==> src/sv/gdr_pkg.sv <==
// ----------------------------------------------------------------------------
// gdr_pkg
// shared constants, bus widths and sequencer states of the grid ray caster
// ----------------------------------------------------------------------------
package gdr_pkg;

   localparam int MapDim   = 64;
   localparam int CoordW   = 6;
   localparam int AddrW    = 2 * CoordW;
   localparam int Depth    = MapDim * MapDim;
   localparam int CellW    = 8;
   localparam int Frac     = 16;

   localparam int DivW     = 39;          // dividend and quotient
   localparam int DvsW     = 41;          // divisor
   localparam int MulAW    = 39;
   localparam int MulBW    = 19;
   localparam int ProdW    = MulAW + MulBW;
   localparam int AccW     = 63;          // crossing accumulators, q.2f
   localparam int DqW      = 33;
   localparam int MapW     = 9;           // signed map coordinate during the walk
   localparam int StepCntW = 8;

   localparam logic [AccW-1:0]     CrossSat  = AccW'(64'h4000_0000_0000_0000);
   localparam logic [23:0]         DistSat   = 24'hFF_FFFF;
   localparam logic [StepCntW-1:0] StepLimit = StepCntW'(2 * MapDim + 4);

   localparam int ReqW = 120;
   localparam int RspW = 104;

   localparam logic [1:0] CsrMapWidth   = 2'd0;
   localparam logic [1:0] CsrMapHeight  = 2'd1;
   localparam logic [1:0] CsrViewHeight = 2'd2;

   localparam logic [1:0] FaceEast  = 2'd0;
   localparam logic [1:0] FaceSouth = 2'd1;
   localparam logic [1:0] FaceWest  = 2'd2;
   localparam logic [1:0] FaceNorth = 2'd3;

   localparam logic KindWrite = 1'b0;
   localparam logic KindCast  = 1'b1;

   typedef enum logic [3:0] {
      StClear, StIdle, StXDiv, StXMul, StYDiv, StYMul, StStep, StTest,
      StDDiv, StOMul, StRMul, StHDiv, StFinish
   } state_type;

endpackage

==> src/sv/gdr_mul.sv <==
// ----------------------------------------------------------------------------
// gdr_mul
// shift-and-add unsigned multiplier, one multiplier bit per cycle
// ----------------------------------------------------------------------------
module gdr_mul (
   input  logic                      clock,
   input  logic                      reset,
   input  logic                      start,
   input  logic [gdr_pkg::MulAW-1:0] op_a,
   input  logic [gdr_pkg::MulBW-1:0] op_b,
   output logic                      done,
   output logic [gdr_pkg::ProdW-1:0] product
);

   localparam int CntW = $clog2(gdr_pkg::MulBW + 1);

   logic                      busy_ff, busy_in;
   logic                      done_ff, done_in;
   logic [CntW-1:0]           cnt_ff, cnt_in;
   logic [gdr_pkg::ProdW-1:0] a_ff, a_in;
   logic [gdr_pkg::MulBW-1:0] b_ff, b_in;
   logic [gdr_pkg::ProdW-1:0] acc_ff, acc_in;

   always_comb begin
      busy_in = busy_ff;
      done_in = 1'b0;
      cnt_in  = cnt_ff;
      a_in    = a_ff;
      b_in    = b_ff;
      acc_in  = acc_ff;
      if (start) begin
         busy_in = 1'b1;
         cnt_in  = CntW'(gdr_pkg::MulBW);
         a_in    = gdr_pkg::ProdW'(op_a);
         b_in    = op_b;
         acc_in  = '0;
      end else if (busy_ff) begin
         if (b_ff[0]) begin
            acc_in = acc_ff + a_ff;
         end
         a_in   = {a_ff[gdr_pkg::ProdW-2:0], 1'b0};
         b_in   = {1'b0, b_ff[gdr_pkg::MulBW-1:1]};
         cnt_in = cnt_ff - 1'b1;
         if (cnt_ff == CntW'(1)) begin
            busy_in = 1'b0;
            done_in = 1'b1;
         end
      end
   end

   always_ff @(posedge clock) begin
      if (reset) begin
         busy_ff <= 1'b0;
         done_ff <= 1'b0;
      end else begin
         busy_ff <= busy_in;
         done_ff <= done_in;
      end
      cnt_ff <= cnt_in;
      a_ff   <= a_in;
      b_ff   <= b_in;
      acc_ff <= acc_in;
   end

   assign done    = done_ff;
   assign product = acc_ff;

endmodule

==> config.mk <==
export PLATFORM = sky130hd
export DESIGN_NAME = gdr_mul
export DESIGN_NICKNAME = d
export VERILOG_FILES = /design/src/sv/gdr_pkg.sv /design/src/sv/gdr_mul.sv
export SDC_FILE = /design/constraint.sdc
export NUM_CORES = 1
export LEC_CHECK = 0
export ABC_AREA = 1
export BUFFER_PORTS_ARGS = -buffer_cell sky130_fd_sc_hd__buf_2
export CAP_MARGIN = 20
export CORE_UTILIZATION = 35
export CTS_CLUSTER_SIZE = 10
export DETAILED_ROUTE_END_ITERATION = 10
export GPL_TIMING_DRIVEN = 1
export PLACE_DENSITY = 0.55
export SETUP_SLACK_MARGIN = 0.2
export SLEW_MARGIN = 10
export SYNTH_ARGS = -nofsm -noshare
export SYNTH_HDL_FRONTEND = slang
export SYNTH_SLANG_ARGS = --single-unit
==> constraint.sdc <==
create_clock -name clock -period 5.21 [get_ports clock]
set_clock_uncertainty 0.2 [all_clocks]
set_input_delay 1.042 -clock clock [delete_from_list [all_inputs] [get_ports clock]]
set_output_delay 1.042 -clock clock [all_outputs]
set_load 0.1 [all_outputs]
-- Yosys cells after proc, flatten, opt, wreduce, memory -nomap -nowiden
Cells that the tools add are included.
- mux-type cells: 8
- eq/ne operators: 1
- reduce and logical (&&, ||, !) cells: 3
- $add $sub $neg: 2
- bitwise gates (word level): 1
- operator list (operator ; count):
    two-way mux 39 bit ; 2
    adder 58 bit ; 1
    two-way mux 19 bit ; 2
    == test 5 x 1 -> 1 bit (second input constant) ; 1
    subtractor 5 x 1 -> 5 bit (second input constant) ; 1
    two-way mux 1 bit ; 4
    OR reduction 3 bit ; 1
    AND reduction 2 bit ; 1
    nonzero test 2 bit ; 1
    NOT 1 bit ; 1
- output and inout port bits: 59
- word-level logic and storage cells: 22
- flip-flop bits (word level): 142
- bits of input ports: 61

-- Logic depth before layout (Yosys ltp)
- word-level depth: 4
- gate-level depth with buffers: 15
- gate-level depth less buffers: 15

-- Worst setup path before layout
Ideal clock, no wire load.
- path type: input to register
- start: input port start
- end: register a_ff[0] in the netlist's numbering, enable pin
- arrival: 3031 ps
- slack: 1534 ps
- path buffers: 1
- data required time: 4565 ps
- stages: 3
- library setup time: 445 ps
- cell sequence: nor2_1 -> clkinv_1 -> clkbuf_1
- longest elaborated chain between the ends: 1
- RTL lines (item ; line ; source):
    from (decl) ; gdr_mul.sv:8 ; input logic start,
    nonzero test 2 bit (no source line) ; n/a ;
    to (signal assigned) ; gdr_mul.sv:60 ; a_ff <= a_in;
    to (decl) ; gdr_mul.sv:20 ; logic [gdr_pkg::ProdW-1:0] a_ff, a_in;
No other way between the ends.
A chain may end at the register's enable or synchronous reset.

-- Worst setup path in the final report
- start: register busy_ff
- end: register acc_ff, in the netlist product[15]
- longest elaborated chain between the ends: 1
- RTL lines (item ; line ; source):
    from (decl) ; gdr_mul.sv:17 ; logic busy_ff, busy_in;
    from (signal assigned) ; gdr_mul.sv:56 ; busy_ff <= busy_in;
    AND reduction 2 bit (no source line) ; n/a ;
    to (signal assigned) ; gdr_mul.sv:62 ; acc_ff <= acc_in;
    to (decl) ; gdr_mul.sv:22 ; logic [gdr_pkg::ProdW-1:0] acc_ff, acc_in;
No other way between the ends.

==> metrics.txt <==
outcome finished, final reports clean; Core Footprint between 20,000 and 30,000 sq um; CTS root buf clkbuf_16; R2R setup slack around 2300 ps; routed wl met2 13,700 microns; hold path cells 1; Min-Delay Endpoint cnt_ff[4]; commonest non-fill, non-tap cell in the layout nand2_1; I/O Buffers roughly 120; DRC viols 0; depth of the most critical reg-to-reg path 7; DRT iter0 DRCs between 500 and 600; fill cell count 3,278; cts bufs inserted 17; HPWL after DPL 25,300 microns; CTS tree done; Gate power share approximately 28%; FMAX approximately 350 MHz; Reg clk slew, reported paths 60 ps; clk_lat worst skew between 400 and 500 ps; largest family of logic cells by synthesized area simple AND/OR/NAND/NOR gates; part of the power in the clock network a little over a third; worst flop-to-flop path endpoint product[15]; #FFs+latches synth between 100 and 150; number of global-route vias before repair roughly 9,800; synth unique cells 37; Worst EP required ~5400 ps; Hold Fails Final Rpt 0; DIE AREA around 31,000 sq um; post-layout minimum cycle time between 2000 and 3000 ps; worst-margin pin slew 1030 ps; Max Slew Vio Count 0; nets 1,990; Wirelength per Cell 13.9 microns; mux share of post-synthesis cell area 0%; Crit. End Element flip-flop; Yosys warnings 0; DR vias approximately 10,000; CP most frequent cell nor2_1; Simple-Gate Fraction of Synth Area between 30% and 40%; final WL 31,600 microns; sequential area share after synthesis 31.9%; Max Used Layer met4; CP Data Arrival Time approximately 3000 ps; Mapped Nets 1,879; Synth Area in Compound Gates 5.98%; final worst-path cycle share 55.3%; Internal Power roughly 2.2 mW; # Max-Cap Violations 0; Slowest-stage cell, CP inv_2; multi-input logic area about 5900 sq um; Reg power frac between 30% and 40%; most frequent cells in the layout nand2_1 (679), inv_1 (334), nor2_1 (195); crit path max fanout 45; Metal-1 WL 15,200 microns; Worst Min Path Start cnt_ff[4]; critical path type reg2reg; unrepaired setup endpoints after global routing no; register area between 3000 and 4000 sq um; CTS Hold Buffers Added 0; Ports 120; Synth Cell Area around 11,000 sq um; slowest cell delay on critical path about 900 ps; post_cts resized 0; r2r startpoint busy_ff; initial antenna violation count 0; Post-Synth XOR/XNOR Area roughly 2.4%; Sw Ratio 36.8%; Cell Chain, Critical Path nand2_1 -> inv_2 -> buf_4 -> nor2_1 -> nor2_1 -> o21ai_0 -> inv_1; Vert. Die Dim roughly 180 microns; Slew HR 31.4%; final setup fails 0; PwrDens between 200 and 300 nW/um^2; fin util 41.3%; Setup TNS 0 ps; buffer depth of the longest clock path 2; CTS sink count between 100 and 150; DRT Pass-1 Iters 5; Critical Path Source Type flip-flop; syn_area_per_cell about 6.1 sq um; Die X-Extent about 180 microns; post-CTS setup buffer count 0; RD Place Congestion just over 0.9; synthesis-to-layout area growth 14.9%; Synth Area in Adders under 10%; Vias/cell approximately 4.5; first-pass GRT wire length between 50,000 and 60,000 microns; Synth Instances around 1,800; initial core utilization 35.9%; row count 63; antenna fix cells 0; Peak VDD IR roughly 0.25 mV; largest net degree at the start of global routing between 70 and 80; worst min-delay path category reg2reg; switching power 1.29 mW; Lkg Pwr between 6 and 7 nW; GRT overflow 0; layout cells sized above 1 between 10% and 20%; Global Route Usage Sum between 20% and 30%; met3 WL approximately 2100 microns; Final ANT Viol Nets 0; H-tree Lvls 4
how the worst max path moves through the flow:
stage / start / end / slack (ps)
after floorplan: start / a_ff[0] / 1530
after global placement: start / a_ff[15] / 2090
after detailed placement: start / a_ff[15] / 2040
after CTS: busy_ff / product[16] / 2070
after global routing: busy_ff / product[10] / 1960
final: busy_ff / product[15] / 2330
state kept, by name (all words and copies together), names as in the netlist:
signal and cells:
b_ff 19, busy_ff 1, a_ff 58, done 1
cnt_ff 5, product 58
worst max-delay path: cells and delay by family, from the launching register on:
family	cells	cell delay, ps
DFF	1	390
and+or+nand+nor	3	750
AOI/OAI and AO/OA	1	90
buffers and inverters	3	1370
Yosys cell counts:
cell type  instances  share of area [%]
nand3_1           62                2.9
nand3b_2           1               0.10
ha_1              59                6.9
a22oi_1            1              0.070
edfxtp_1          58                 16
clkinv_1           3               0.10
fa_1               1               0.19
nor2_1           195                6.8
nor3_1            10               0.47
a31o_1             1              0.082
o21bai_1           1              0.070
xor2_1            28                2.3
dfxtp_1           84                 16
nor2_4            10                1.0
o21ai_0           45                2.1
nand3b_1           5               0.35
buf_2              5               0.23
nor4_1             3               0.17
nor3b_2            1               0.12
clkbuf_1          27               0.94
nand2_1          679                 24
o21bai_2           1               0.10
nor2_2            13               0.76
o21ai_1            7               0.33
nor3_2             5               0.47
and3_1             3               0.17
inv_1            335                 12
xnor2_1            1              0.082
nand4_1           10               0.58
or2_1              2               0.12
buf_1              1              0.035
a21oi_1           48                2.2
and2_1             5               0.29
nand3_2            2               0.19
inv_2             14               0.49
o22ai_1           17               0.99
nand2_2           15               0.87
logic make-up (layout without fill, tap and decap cells):
family          count (synthesis)  after routing
simple gates                 1021           1021
buf+inv                       385            509
flops                         142            142
compound gates                121            121
fa+ha+maj                      60             60
xor+xnor                       29             29
area by class of cell:
type | instances | share of cell area, %
multi-input combinational | 1231 | 47.5
sequential | 142 | 27.8
inverter | 352 | 10.7
timing repair buffer | 125 | 5.32
clock buffer | 25 | 4.31
tap | 390 | 3.96
clock inverter | 7 | 0.396
per-layer routing:
layer	up-vias	GRT usage [%]
li1	5537	-
met1	4492	28.5
met2	235	32.7
met3	29	4.85
met4	0	6.25
met5	-	0
power by group through the flow:
stage	combinational (mW)	sequential (mW)	clock [mW]
after floorplan	0.509	1.56	0
after global placement	0.972	1.33	0
after detailed placement	0.978	1.34	0
after CTS	0.983	1.31	1.24
after global routing	1.08	1.32	1.29
final	0.978	1.31	1.22
per-stage QoR:
| stage | cells | hold slack [ps] | setup WS (ps) | power, mW | cell area, sq um |
|---|---|---|---|---|---|
| finish | 2272 | 274 | 2330 | 3.50 | 12300 |
| global route | 2272 | 307 | 1960 | 3.70 | 12300 |
| CTS | 2271 | 277 | 2070 | 3.54 | 12300 |
| detailed placement | 2239 | 269 | 2040 | 2.31 | 11700 |
| global placement | 2239 | 255 | 2090 | 2.31 | 11700 |
| floorplan | 1758 | 236 | 1530 | 2.07 | 10700 |
No activity file was read; power rests on OpenSTA's default activity.
