File: config.mk
export PLATFORM = sky130hd
export DESIGN_NAME = gdr_div
export DESIGN_NICKNAME = d
export VERILOG_FILES = /design/src/sv/gdr_pkg.sv /design/src/sv/gdr_div.sv
export SDC_FILE = /design/constraint.sdc
export NUM_CORES = 1
export LEC_CHECK = 0
export BUFFER_PORTS_ARGS = -buffer_cell sky130_fd_sc_hd__buf_2
export CAP_MARGIN = 25
export CORE_ASPECT_RATIO = 2
export CORE_MARGIN = 3
export CORE_UTILIZATION = 58
export CTS_CLUSTER_SIZE = 10
export DETAILED_ROUTE_END_ITERATION = 7
export PLACE_DENSITY_LB_ADDON = 0.2
export SYNTH_ARGS = -nofsm -noshare
export SYNTH_HDL_FRONTEND = slang
export SYNTH_SLANG_ARGS = --single-unit
export TNS_END_PERCENT = 20
File: constraint.sdc
create_clock -name clock -period 4.42 [get_ports clock]
set_input_delay 0.663 -clock clock [delete_from_list [all_inputs] [get_ports clock]]
set_output_delay 0.663 -clock clock [all_outputs]
set_load 0.005 [all_outputs]
File: src/sv/gdr_pkg.sv
// ----------------------------------------------------------------------------
// gdr_pkg
// shared constants, bus widths and sequencer states of the grid ray caster
// ----------------------------------------------------------------------------
package gdr_pkg;

   localparam int MapDim   = 64;
   localparam int CoordW   = 6;
   localparam int AddrW    = 2 * CoordW;
   localparam int Depth    = MapDim * MapDim;
   localparam int CellW    = 8;
   localparam int Frac     = 16;

   localparam int DivW     = 39;          // dividend and quotient
   localparam int DvsW     = 41;          // divisor
   localparam int MulAW    = 39;
   localparam int MulBW    = 19;
   localparam int ProdW    = MulAW + MulBW;
   localparam int AccW     = 63;          // crossing accumulators, q.2f
   localparam int DqW      = 33;
   localparam int MapW     = 9;           // signed map coordinate during the walk
   localparam int StepCntW = 8;

   localparam logic [AccW-1:0]     CrossSat  = AccW'(64'h4000_0000_0000_0000);
   localparam logic [23:0]         DistSat   = 24'hFF_FFFF;
   localparam logic [StepCntW-1:0] StepLimit = StepCntW'(2 * MapDim + 4);

   localparam int ReqW = 120;
   localparam int RspW = 104;

   localparam logic [1:0] CsrMapWidth   = 2'd0;
   localparam logic [1:0] CsrMapHeight  = 2'd1;
   localparam logic [1:0] CsrViewHeight = 2'd2;

   localparam logic [1:0] FaceEast  = 2'd0;
   localparam logic [1:0] FaceSouth = 2'd1;
   localparam logic [1:0] FaceWest  = 2'd2;
   localparam logic [1:0] FaceNorth = 2'd3;

   localparam logic KindWrite = 1'b0;
   localparam logic KindCast  = 1'b1;

   typedef enum logic [3:0] {
      StClear, StIdle, StXDiv, StXMul, StYDiv, StYMul, StStep, StTest,
      StDDiv, StOMul, StRMul, StHDiv, StFinish
   } state_type;

endpackage

File: src/sv/gdr_div.sv
// ----------------------------------------------------------------------------
// gdr_div
// restoring unsigned divider, one quotient bit per cycle
// ----------------------------------------------------------------------------
module gdr_div (
   input  logic                     clock,
   input  logic                     reset,
   input  logic                     start,
   input  logic [gdr_pkg::DivW-1:0] dividend,
   input  logic [gdr_pkg::DvsW-1:0] divisor,
   output logic                     done,
   output logic [gdr_pkg::DivW-1:0] quotient
);

   localparam int CntW = $clog2(gdr_pkg::DivW + 1);

   logic                     busy_ff, busy_in;
   logic                     done_ff, done_in;
   logic [CntW-1:0]          cnt_ff, cnt_in;
   logic [gdr_pkg::DvsW-1:0] rem_ff, rem_in;
   logic [gdr_pkg::DvsW-1:0] dvs_ff, dvs_in;
   logic [gdr_pkg::DivW-1:0] quo_ff, quo_in;
   logic [gdr_pkg::DvsW:0]   shifted;
   logic [gdr_pkg::DvsW:0]   diff;
   logic                     ge;

   always_comb begin
      shifted = {rem_ff, quo_ff[gdr_pkg::DivW-1]};
      diff    = shifted - {1'b0, dvs_ff};
      ge      = shifted >= {1'b0, dvs_ff};
      busy_in = busy_ff;
      done_in = 1'b0;
      cnt_in  = cnt_ff;
      rem_in  = rem_ff;
      dvs_in  = dvs_ff;
      quo_in  = quo_ff;
      if (start) begin
         busy_in = 1'b1;
         cnt_in  = CntW'(gdr_pkg::DivW);
         rem_in  = '0;
         dvs_in  = divisor;
         quo_in  = dividend;
      end else if (busy_ff) begin
         rem_in = ge ? diff[gdr_pkg::DvsW-1:0] : shifted[gdr_pkg::DvsW-1:0];
         quo_in = {quo_ff[gdr_pkg::DivW-2:0], ge};
         cnt_in = cnt_ff - 1'b1;
         if (cnt_ff == CntW'(1)) begin
            busy_in = 1'b0;
            done_in = 1'b1;
         end
      end
   end

   always_ff @(posedge clock) begin
      if (reset) begin
         busy_ff <= 1'b0;
         done_ff <= 1'b0;
      end else begin
         busy_ff <= busy_in;
         done_ff <= done_in;
      end
      cnt_ff <= cnt_in;
      rem_ff <= rem_in;
      dvs_ff <= dvs_in;
      quo_ff <= quo_in;
   end

   assign done     = done_ff;
   assign quotient = quo_ff;

endmodule

# [Word-level counts from Yosys, hierarchy flattened]
# Cells that the tools add are included.
[op_classes] n_div=0 n_reduce_logical=2 bitwise_logic=1 magnitude_cmp=1 n_mux=7 eq_ne=1 shifts=0 addsub=2 mul=0
[op_table] cell="$mux W39" n=2
[op_table] cell="$ge A42 B41 Y1" n=1
[op_table] cell="$mux W41" n=1
[op_table] cell="$sub A41 B41 Y41" n=1
[op_table] cell="$eq A6 B1 Y1 const B" n=1
[op_table] cell="$sub A6 B1 Y6 const B" n=1
[op_table] cell="$mux W1" n=4
[op_table] cell="$reduce_or A3 Y1" n=1
[op_table] cell="$reduce_bool A2 Y1" n=1
[op_table] cell="$not A1 Y1" n=1
[totals] latch_bits=0 reg_bits=129 output_inout_bits=40 n_memories=0 in_bits=83 rom_bits=0 ramBits=0

# [Depth between registers and ports, before layout]
# Gate-level depths: netlist (run 1).
[depth] ltp_word=4 depth_mapped=15 ltp_nobuf=14

# [Worst setup path after synthesis (run 1)]
# OpenSTA, ideal clock, no wires.
[synth_timing] kind="register to register" startpoint="register quo_ff, in the netlist quotient[38]" endpoint="register quo_ff, in the netlist quotient[0], data pin" setup_ns=0.260 path_stages_with_launch=14 setup_slack_ns=1.288 t_arrival_ns=2.872 path_buffers=1 required_time_ns=4.160 path_cell_list="edfxtp_1 -> inv_1 -> ha_1 -> inv_1 -> fa_1 -> a211oi_1 -> nor2_2 -> o21ai_1 -> a22oi_4 -> a21bo_4 -> a31oi_4 -> o21ai_2 -> buf_2 -> mux2_2"
[synth_between] elab_chain_cells=3
[synth_rtl] item="start, declared" line_no="gdr_div.sv:22" text="logic [gdr_pkg::DivW-1:0] quo_ff, quo_in;"
[synth_rtl] item="start signal, assigned" line_no="gdr_div.sv:65" text="quo_ff <= quo_in;"
[synth_rtl] item="$ge A42 B41 Y1" line_no="gdr_div.sv:30" text="ge = shifted >= {1'b0, dvs_ff};"
[synth_rtl] item="$mux W39" line_no="gdr_div.sv:43" text="end else if (busy_ff) begin"
[synth_rtl] item="$mux W39" line_no="gdr_div.sv:37" text="if (start) begin"
[synth_rtl] item="net quo_in (one bit)" line_no="gdr_div.sv:22"
# The timed path passes the listed nets, and every way through them passes these cells. The select of a mux whose other input is x is not followed.
# A chain may end at the register's enable or synchronous reset.

# [Final worst setup path (run 1)]
[layout_timing] startpoint="register quo_ff, in the netlist quotient[38]" endpoint="register rem_ff[31] (netlist bit)"
[layout_between] elab_chain_cells=2
[layout_rtl] item="$sub A41 B41 Y41 or $ge A42 B41 Y1 (tied branches)" line_no="gdr_div.sv:29, gdr_div.sv:30"
[layout_rtl] item="$mux W41 (*)" line_no="gdr_div.sv:44" text="rem_in = ge ? diff[gdr_pkg::DvsW-1:0] : shifted[gdr_pkg::DvsW-1:0];"
[layout_rtl] item="end signal, assigned" line_no="gdr_div.sv:63" text="rem_ff <= rem_in;"
[layout_rtl] item="end, declared" line_no="gdr_div.sv:20" text="logic [gdr_pkg::DvsW-1:0] rem_ff, rem_in;"
# Mark *: on every way between the ends. The rest lies on a longest branch, timed or not.

==> results of run 1 <==
## metal layers
layer	share of wire	track usage	up-vias	routed length, µm
li1	-	-	3002	-
met1	0.35	0.2600	2939	6506
met2	0.55	0.4757	221	10250
met3	0.047	0.04774	64	872
met4	0.047	0.1483	0	872
met5	0	0	-	0
## Yosys cell counts, types with 3 or more instances
library cell  count
buf_4             3
dfxtp_1          49
a311oi_2         21
o22ai_1           3
o21ai_1           8
buf_2            14
nor2_1           68
ha_1             43
o221ai_1          3
nand2_1          91
nor3_1            7
a21o_1           17
o21a_1            8
nor2b_1          11
xor2_1           11
inv_1            51
o21bai_1          5
a211oi_1          9
o211a_1           3
a32oi_1           3
a31oi_1          11
clkbuf_1         22
nand4b_1          4
a311oi_1          6
edfxtp_1         80
mux2_2           39
a21oi_1          41
nand2b_1         11
o311ai_1          5
nand4_1           9
xnor2_1          29
and3_1            6
o21ai_0          15
nand3_1          17
## logic make-up after synthesis
kind of cell / after synthesis
flops: 129
xor+xnor: 40
mux: 39
buf+inv: 94
simple gates: 238
compound gates: 183
fa+ha+maj: 44
## worst max-delay path by stage
| stage | endpoint | depth (start not counted) |
|---|---|---|
| after floorplan | quotient[0] | 13 |
| after global placement | rem_ff[37] | 13 |
| after detailed placement | rem_ff[30] | 13 |
| after CTS | rem_ff[31] | 13 |
| after global routing | rem_ff[25] | 14 |
| final | rem_ff[31] | 13 |
## stage by stage
step / utilization / cell area (µm²) / setup WS (ns)
2_1_floorplan: - / 7694 / 1.288
3_3_place_gp: 0.6515 / 8320 / 0.8431
3_5_place_dp: 0.6535 / 8347 / 0.8775
4_1_cts: 0.6972 / 8905 / 0.8456
5_1_grt: 0.6972 / 8905 / 0.5815
6_report: 0.6972 / 8905 / 0.8054
## registers in the layout, indices dropped and copies added (netlist names)
signal    cells
done          1
busy_ff       1
quotient     39
cnt_ff        6
dvs_ff       41
rem_ff       41
## final cells by class
type,count,area share
multi-input combinational,544,0.4395
clock inverter,14,0.01447
sequential,129,0.3801
inverter,51,0.02150
clock buffer,18,0.04819
tap,150,0.02108
timing repair buffer,128,0.07517
## worst reg2reg max path: cells and delay by family, from the launching register on
kind                     cells  cell delay [ns]
AO/OA/AOI/OAI                7             2.16
adder cells (fa/ha/maj)      2             0.58
flip-flops                   1             0.41
AND/OR/NAND/NOR              2             0.24
buffers and inverters        2             0.13
## power groups by stage
stage                     logic (W)  clock network (W)  registers [W]
final                      0.000790            0.00134        0.00145
after global routing       0.000868            0.00142        0.00146
after CTS                  0.000787            0.00136        0.00145
after detailed placement   0.000781                  0        0.00148
after global placement     0.000760                  0        0.00147
after floorplan            0.000570                  0        0.00147
==> reports/metrics.yaml, run 1 <==
pwr:
  power_frac_seq: 0.405
  ir_worst_vdd_mv: 0.4020
  clock_power_share: 0.374
  p_sw_w: 0.001082
  internal_power_w: 0.002503
  finalPower_w: 0.003585
  swShare: 0.3018
  leakage_nw: 3.713
  p_per_area_nw_per_um2: 402.6
  pwr-share-comb: 0.220
logic_synthesis:
  postSynthCellCount: 767
  synth_compound_area_frac: 0.1911
  synthAdderAreaFrac: 0.07253
  netlist_area_um2: 7694
  synth_top_area_cell: "edfxtp_1"
  synth_top_area_frac: 0.3122
  ys_warn_count: 0
  synth-simple-area-share: 0.1425
  synth-edff-count: 80
  synth_mux_area_frac: 0.05708
  synth_nets: 894
  synthArstFlopShare: 0
  ys_seq_area_frac: 0.4397
  synthFlopType: "edfxtp_1"
  synthXorXnorAreaFrac: 0.04554
  yosys_register_bits: 129
  avgSynthCellArea_um2: 10.03
  synthTopCellsByArea: "edfxtp_1 (31%), dfxtp_1 (13%), ha_1 (7.0%)"
  synth_cell_types: 68
  synth_top_family_by_area: "compound AO/OA/AOI/OAI gates"
sta:
  fmax_mhz: 276.7
  fin_skew_ns: 0.008337
  hold_viol_final: 0
  min_period_ns: 3.615
  maxSlewViolCount: 0
  holdWs_ns: 0.4171
  rsz0062_at_grt: "no"
  tightestPinTransition_ns: 0.9656
  setup_viol: 0
  relSlewSlack: 0.3539
  timing.final.crit_share: 0.8178
  fin_tns_setup_ns: 0
placement:
  place_congestion: 0.9083
  io_buffers: 122
  dp.cells: 1002
  dp_hpwl_mm: 13.61
die:
  die_w_um: 87.44
  start_util: 0.6024
  io_pins: 123
  core.rowCount: 58
  die_h_um: 168.9
  dieArea_um2: 14770
  coreArea_um2: 12770
finish:
  final_cell_count_no_fill: 1034
  nFillCells: 1001
  multi_input_area_um2: 3914
  antennaDiodeCount: 0
  nets: 998
  syn_to_final_growth_pct: 15.74
  final_cell_mix: "buf_2 (121), nand2_1 (91), edfxtp_1 (80)"
  layout_commonest_cell: "buf_2"
  regArea_um2: 3385
  drive_gt1_frac: 0.2658
global_route:
  grt_use_total: 0.2582
  antenna_found_initial: 0
  grt_pass1_vias: 6501
  grt_overflow: 0
  grt_max_degree: 62
  grt_pass1_wl_mm: 30.19
setup_path:
  crit_arrival_ns: 3.92
  cp_top_family: "compound AO/OA/AOI/OAI gates"
  start_kind: "flop"
  rrSetupSlack_ns: 0.81
  cp.required_ns: 4.73
  reg2reg_from: "quotient[38]"
  max_stage_delay_ns: 0.56
  cp-startpoint: "quotient[38]"
  rr_endpoint: "rem_ff[31]"
  worst_path_most_repeated_cell: "inv_1"
  endpoint_kind: "flop"
  critPathMaxFanout: 50
  crit_type: "reg2reg"
  r2r_cells: 13
  crit_chain: "inv_1 > ha_1 > inv_1 > fa_1 > a211oi_1 > nor2_2 > o21ai_1 > a22oi_4 > a21bo_4 > a31oi_4 > o21a_4 > nand2_1 > a311oi_1"
  worst-path-buf-inv: 2
  slowest_stage: "o21a_4"
route:
  vias: 6226
  ant_nets: 0
  dr.pass1.iters: 5
  wl_mm: 18.50
  routedWlPerCell_um: 17.90
  vias_per_cell: 6.021
  drt_iter0_markers: 246
  drc_errors: 0
clocking:
  cts.htree.levels: 4
  cts.sinks: 129
  root_buffer: "clkbuf_16"
  clk_pin_slew_ns: 0.06
  cts_made_buffers: 17
  postCtsHoldBufs: 0
  post_cts_resized: 0
  clk_latency_ns: 0.42
  clockBufferDepth: 2
  cts_tree: "built"
  postCtsSetupRepairBufs: 0
job:
  max_cap_viol_count: 0
outcome:
  status: "finished, final reports clean"
worst_hold_path:
  hold_depth: 1
  hp-start: "divisor[24]"
  worstHoldEndpoint: "dvs_ff[24]"
  hp-class: "in2reg"
(Power assumes the default switching activity.)
==> inputs of run 2 (changes only) <==
==> constraint.sdc (replaced) <==
create_clock -name clock -period 3.4 [get_ports clock]
set_input_delay 0.51 -clock clock [delete_from_list [all_inputs] [get_ports clock]]
set_output_delay 0.51 -clock clock [all_outputs]
set_load 0.005 [all_outputs]
==> run 2 against run 1 <==
Effect of this change: via count grew 0.85%; combinational power grew 35%; critical path type unchanged; clock power grew 29%.
==> reports/metrics.yaml, run 2 (synthesis results as in run 1) <==
outcome:
  status: "finished, final reports clean"
sta:
  relSlewSlack: 0.3596  # +0.005671
  maxSlewViolCount: 0  # unchanged
  timing.final.crit_share: 0.9524  # +0.1346
  rsz0062_at_grt: "no"
  fin_skew_ns: 0.01474  # +0.006401 ns
  hold_viol_final: 0  # unchanged
  tightestPinTransition_ns: 0.9571  # -0.008476 ns
  fin_tns_setup_ns: 0  # unchanged
  setup_ws_ns: 0.1619  # -0.6435 ns
  fmax_mhz: 308.8  # +12%
  min_period_ns: 3.238  # -0.3765 ns
  setup_viol: 0  # unchanged
finish:
  nFillCells: 1003  # +0.20%
  final_cell_mix: "buf_2 (121), nand2_1 (91), edfxtp_1 (80)"
  layout_commonest_cell: "buf_2"
  nets: 1003  # +0.50%
  antennaDiodeCount: 0  # unchanged
  drive_gt1_frac: 0.2790  # +0.01313
  regArea_um2: 3385  # unchanged
  syn_to_final_growth_pct: 17.30
  multi_input_area_um2: 3969  # +1.4%
pwr:
  power_frac_seq: 0.403  # -0.002
  ir_worst_vdd_mv: 0.6631  # +65%
  swShare: 0.3094  # +0.007575
  p_sw_w: 0.001450  # +34%
  leakage_nw: 3.773  # +1.6%
  pwr-share-comb: 0.228  # +0.008
  finalPower_w: 0.004687  # +31%
  internal_power_w: 0.003237  # +29%
  p_per_area_nw_per_um2: 519.3  # +29%
  clock_power_share: 0.369  # -0.005
route:
  drt_iter0_markers: 302  # +23%
  wl_mm: 18.62  # +0.62%
  drc_errors: 0  # unchanged
  ant_nets: 0  # unchanged
  vias_per_cell: 6.043  # +0.37%
  dr.pass1.iters: 5  # unchanged
  vias: 6279  # +0.85%
  routedWlPerCell_um: 17.92  # +0.14%
setup_path:
  reg2reg_from: "quotient[38]"
  setup.worst_path.end: "rem_ff[36]"
  critPathMaxFanout: 4  # -92%
  start_kind: "flop"
  rr_endpoint: "rem_ff[36]"
  r2r_cells: 15  # +2
  crit_type: "reg2reg"
  crit_arrival_ns: 3.53  # -0.39 ns
  cp-startpoint: "quotient[38]"
  rrSetupSlack_ns: 0.16  # -0.64 ns
  cp.required_ns: 3.69  # -1.04 ns
  endpoint_kind: "flop"
global_route:
  grt_pass1_wl_mm: 30.36  # +0.55%
  grt_overflow: 0  # unchanged
  grt_pass1_vias: 6744  # +3.7%
  antenna_found_initial: 0  # unchanged
  grt_max_degree: 74  # +19%
  grt_use_total: 0.2589  # +0.0007015
worst_hold_path:
  hp-start: "divisor[27]"
  hp-class: "in2reg"
clocking:
  clk_latency_ns: 0.42  # about the same
  clockBufferDepth: 2  # unchanged
  postCtsSetupRepairBufs: 0  # unchanged
  postCtsHoldBufs: 0  # unchanged
  cts_made_buffers: 17  # unchanged
  cts.htree.levels: 4  # unchanged
  clk_pin_slew_ns: 0.06  # about the same
  root_buffer: "clkbuf_16"
  cts.sinks: 129  # unchanged
  cts_tree: "built"
placement:
  io_buffers: 122  # unchanged
  dp_hpwl_mm: 13.83  # +1.6%
  place_ws_ns: 0.01226  # -0.8652 ns
  place_congestion: 1.000  # +10%
die:
  dieArea_um2: 14770  # unchanged
  start_util: 0.6024  # unchanged
  io_pins: 123  # unchanged
  die_h_um: 168.9  # unchanged
  coreArea_um2: 12770  # unchanged
  die_w_um: 87.44  # unchanged
  core.rowCount: 58  # unchanged
job:
  max_cap_viol_count: 0  # unchanged
==> run 2: changes by cell type in the layout (fill, tap and decap cells not counted), moves of 2 or more <==
| cell | before | now |
|---|---|---|
| inv_8 | 0 | 2 |
| buf_12 | 0 | 3 |
| clkinvlp_4 | 5 | 3 |
| clkinv_4 | 0 | 2 |
| buf_4 | 5 | 9 |
==> run 2: worst min path at each step <==
stage            endpoint  slack [ns]  cells past startpoint
2_1_floorplan  rem_ff[14]        0.46                      2
3_3_place_gp    rem_ff[8]        0.48                      2
3_5_place_dp    rem_ff[5]        0.49                      2
4_1_cts        dvs_ff[25]        0.25                      1
5_1_grt        dvs_ff[28]        0.25                      1
6_report       dvs_ff[27]        0.26                      1
==> run 2: critical path, cell delays in order (launching register included) <==
cell and delay, ns:
edfxtp_1 0.36, inv_1 0.05, ha_1 0.20, inv_1 0.08
fa_2 0.25, a211oi_2 0.10, nor2_4 0.21, o2111ai_4 0.16
a311oi_2 0.38, o21ai_1 0.16, nor2b_4 0.16, o31a_1 0.36
buf_4 0.17, o31ai_2 0.23, xnor2_1 0.15, o22ai_1 0.09
==> run 2: cell type report <==
class / count / area share
well taps: 150 / 0.02080
clock buffers: 18 / 0.04866
multi-input cells: 544 / 0.4398
repair buffers: 133 / 0.08124
inverters: 51 / 0.02121
clock inverters: 14 / 0.01331
flip-flops and latches: 129 / 0.3750
==> run 2: repair_timing <==
item | 4_1_cts | 5_1_grt
endpoints found under the hold margin | 0 | 0
gates resized for setup | 1 | 9
pin swaps | 0 | 3
endpoints found under the setup margin | 1 | 34
==> run 2: power groups by stage <==
stage	Clock, W	Sequential (W)	Combinational [W]
floorplan	0	0.00191	0.000741
global placement	0	0.00191	0.00100
detailed placement	0	0.00192	0.00104
CTS	0.00176	0.00189	0.00105
global route	0.00183	0.00190	0.00117
finish	0.00173	0.00189	0.00107
==> run 2: metrics by stage <==
step,area (µm²),hold WS [ns],utilization,cells
final,9025,0.2609,0.7066,1039
after detailed placement,8411,0.4874,0.6585,1007
after global routing,9025,0.2479,0.7066,1039
after floorplan,7694,0.4614,-,767
after global placement,8411,0.4770,0.6585,1007
after CTS,8974,0.2483,0.7026,1039
==> run 2: routing by layer <==
metal | vias to the layer above | wire length (µm) | GRT usage
met5 | - | 0 | 0
met4 | 0 | 1044 | 0.1777
met3 | 82 | 976 | 0.05114
met2 | 253 | 10180 | 0.4612
met1 | 2932 | 6418 | 0.2601
li1 | 3012 | - | -
==> inputs of run 3 (changes only) <==
--- a/config.mk
+++ b/config.mk
@@ -13,6 +13,7 @@
 export CTS_CLUSTER_SIZE = 10
 export DETAILED_ROUTE_END_ITERATION = 7
 export PLACE_DENSITY_LB_ADDON = 0.2
+export RECOVER_POWER = 25
 export SYNTH_ARGS = -nofsm -noshare
 export SYNTH_HDL_FRONTEND = slang
 export SYNTH_SLANG_ARGS = --single-unit
==> constraint.sdc (replaced) <==
create_clock -name clock -period 3.5 [get_ports clock]
set_input_delay 0.525 -clock clock [delete_from_list [all_inputs] [get_ports clock]]
set_output_delay 0.525 -clock clock [all_outputs]
set_load 0.005 [all_outputs]
==> run 3 against run 2 <==
Effect of this change: via count down 0.89%; first-iteration DRC count up 13%; sequential share of layout area up 0.31 points; cell count down 0.19%; power down 3.8%; worst setup slack better by 0.067 ns; register-to-register slack better by 0.07 ns; non-clock buffer count down 2; combinational power down 4%; clock power down 5%.
==> reports/metrics.yaml, run 3 (synthesis results as in run 1) <==
worst_hold_path:
  worstHoldEndpoint: "busy_ff"
  hold_depth: 2  # +1
  hp-start: "reset"
  hp-class: "in2reg"
finish:
  final_cell_count_no_fill: 1037  # -0.19%
  nFillCells: 983  # -2.0%
  drive_gt1_frac: 0.2706  # -0.008390
  nets: 1001  # -0.20%
  antennaDiodeCount: 0  # unchanged
  syn_to_final_growth_pct: 16.33
  layout_commonest_cell: "buf_2"
  final_cell_mix: "buf_2 (120), nand2_1 (91), edfxtp_1 (80)"
  final_util: 0.7007  # -0.005878
route:
  drt_iter0_markers: 342  # +13%
  vias: 6223  # -0.89%
  vias_per_cell: 6.001  # -0.70%
  drc_errors: 0  # unchanged
  ant_nets: 0  # unchanged
  wl_mm: 18.69  # +0.40%
  routedWlPerCell_um: 18.03  # +0.60%
  dr.pass1.iters: 6  # +1
pwr:
  leakage_nw: 3.735  # -1.0%
  pwr-share-comb: 0.227  # about the same
  power_frac_seq: 0.406  # +0.003
  internal_power_w: 0.003116  # -3.7%
  p_sw_w: 0.001393  # -3.9%
  ir_worst_vdd_mv: 0.4586  # -31%
  p_per_area_nw_per_um2: 503.8  # -3.0%
  finalPower_w: 0.004509  # -3.8%
  swShare: 0.3089  # -0.0004143
  clock_power_share: 0.366  # -0.003
setup_path:
  rr_endpoint: "rem_ff[28]"
  r2r_cells: 14  # -1
  start_kind: "flop"
  critPathMaxFanout: 4  # unchanged
  crit_arrival_ns: 3.60  # +0.07 ns
  rrSetupSlack_ns: 0.23  # +0.07 ns
  crit_type: "reg2reg"
  endpoint_kind: "flop"
  cp.required_ns: 3.83  # +0.14 ns
  reg2reg_from: "quotient[38]"
die:
  die_w_um: 87.44  # unchanged
  start_util: 0.6024  # unchanged
  die_h_um: 168.9  # unchanged
  core.rowCount: 58  # unchanged
  dieArea_um2: 14770  # unchanged
  coreArea_um2: 12770  # unchanged
  io_pins: 123  # unchanged
clocking:
  root_buffer: "clkbuf_16"
  clk_pin_slew_ns: 0.07  # about the same
  clockBufferDepth: 2  # unchanged
  post_cts_resized: 0  # -1
  postCtsSetupRepairBufs: 0  # unchanged
  cts.htree.levels: 4  # unchanged
  clk_latency_ns: 0.42  # about the same
  cts_made_buffers: 17  # unchanged
  postCtsHoldBufs: 0  # unchanged
  cts.sinks: 129  # unchanged
  cts_tree: "built"
sta:
  min_period_ns: 3.271  # +0.03308 ns
  tightestPinTransition_ns: 1.094  # +0.1373 ns
  fin_tns_setup_ns: 0  # unchanged
  timing.final.crit_share: 0.9346  # -0.01776
  hold_viol_final: 0  # unchanged
  rsz0062_at_grt: "no"
  relSlewSlack: 0.2677  # -0.09187
  maxSlewViolCount: 0  # unchanged
  fmax_mhz: 305.7  # -1.0%
  setup_viol: 0  # unchanged
  fin_skew_ns: 0.01246  # -0.002283 ns
global_route:
  globalRouteMet3Util: 0.05212  # +0.0009742
  grt_pass1_wl_mm: 30.62  # +0.84%
  grt_max_degree: 101  # +36%
  grt_overflow: 0  # unchanged
  antenna_found_initial: 0  # unchanged
  grt_pass1_vias: 6497  # -3.7%
  use_met1: 0.2661  # +0.006062
  grt_use_total: 0.2616  # +0.002710
  gr-usage-met2: 0.4717  # +0.01051
  busiest_layer: "met2"
job:
  max_cap_viol_count: 0  # unchanged
placement:
  place_congestion: 0.8886  # -11%
  dp_hpwl_mm: 13.73  # -0.68%
  dp.cells: 1005  # -0.20%
  io_buffers: 122  # unchanged
outcome:
  status: "finished, final reports clean"
## run 3: changes by cell type in the layout (fill, tap and decap cells not counted), moves of 2 or more
cell / change
clkinv_4: -2
clkbuf_1: +2
buf_4: -2
clkinvlp_4: +2
## run 3: power by group through the flow
stage / clock [W] / combinational [W] / sequential, W
floorplan: 0 / 0.000720 / 0.00185
global placement: 0 / 0.000985 / 0.00186
detailed placement: 0 / 0.00101 / 0.00186
CTS: 0.00168 / 0.00102 / 0.00183
global route: 0.00174 / 0.00112 / 0.00185
finish: 0.00165 / 0.00103 / 0.00183
## run 3: how the worst max path moves through the flow
| stage | start | to | slack, ns | cells after the start |
|---|---|---|---|---|
| after floorplan | quotient[38] | quotient[0] | 0.37 | 13 |
| after global placement | quotient[38] | rem_ff[1] | 0.30 | 14 |
| after detailed placement | quotient[38] | rem_ff[1] | 0.23 | 14 |
| after CTS | quotient[38] | rem_ff[31] | 0.15 | 14 |
| after global routing | dvs_ff[5] | rem_ff[31] | 0.03 | 11 |
| final | quotient[38] | rem_ff[28] | 0.23 | 14 |
## run 3: layer usage
layer / up-vias / routed length, µm
li1: 3005 / -
met4: 0 / 1014
met2: 236 / 10210
met5: - / 0
met1: 2916 / 6495
met3: 66 / 973
## run 3: layout make-up
class	count	area [µm²]	share of cell area
clock buffer	18	429.2	0.04795
tap	150	187.7	0.02097
clock inverter	14	117.6	0.01314
timing repair buffer	131	716.9	0.08011
inverter	51	191.4	0.02139
sequential	129	3385	0.3782
multi-input combinational	544	3923	0.4383
## run 3: stage by stage
| step | hold slack [ns] | cell area, µm² | setup WS, ns |
|---|---|---|---|
| detailed placement | 0.4874 | 8396 | 0.2334 |
| finish | 0.2693 | 8950 | 0.2288 |
| floorplan | 0.4614 | 7694 | 0.3680 |
| global route | 0.2617 | 8950 | 0.03200 |
| global placement | 0.4726 | 8396 | 0.3034 |
| CTS | 0.2567 | 8942 | 0.1456 |
## run 3: critical path, cell delays in order, from the launching register on
cell	delay [ns]
edfxtp_1	0.40
inv_1	0.08
ha_1	0.16
inv_1	0.06
fa_1	0.45
a211oi_2	0.29
nor2_2	0.10
o2111ai_1	0.28
a311oi_1	0.18
o21ai_1	0.18
nor2b_1	0.23
o31a_1	0.20
xnor2_1	0.14
nand2_1	0.11
a311oi_2	0.32
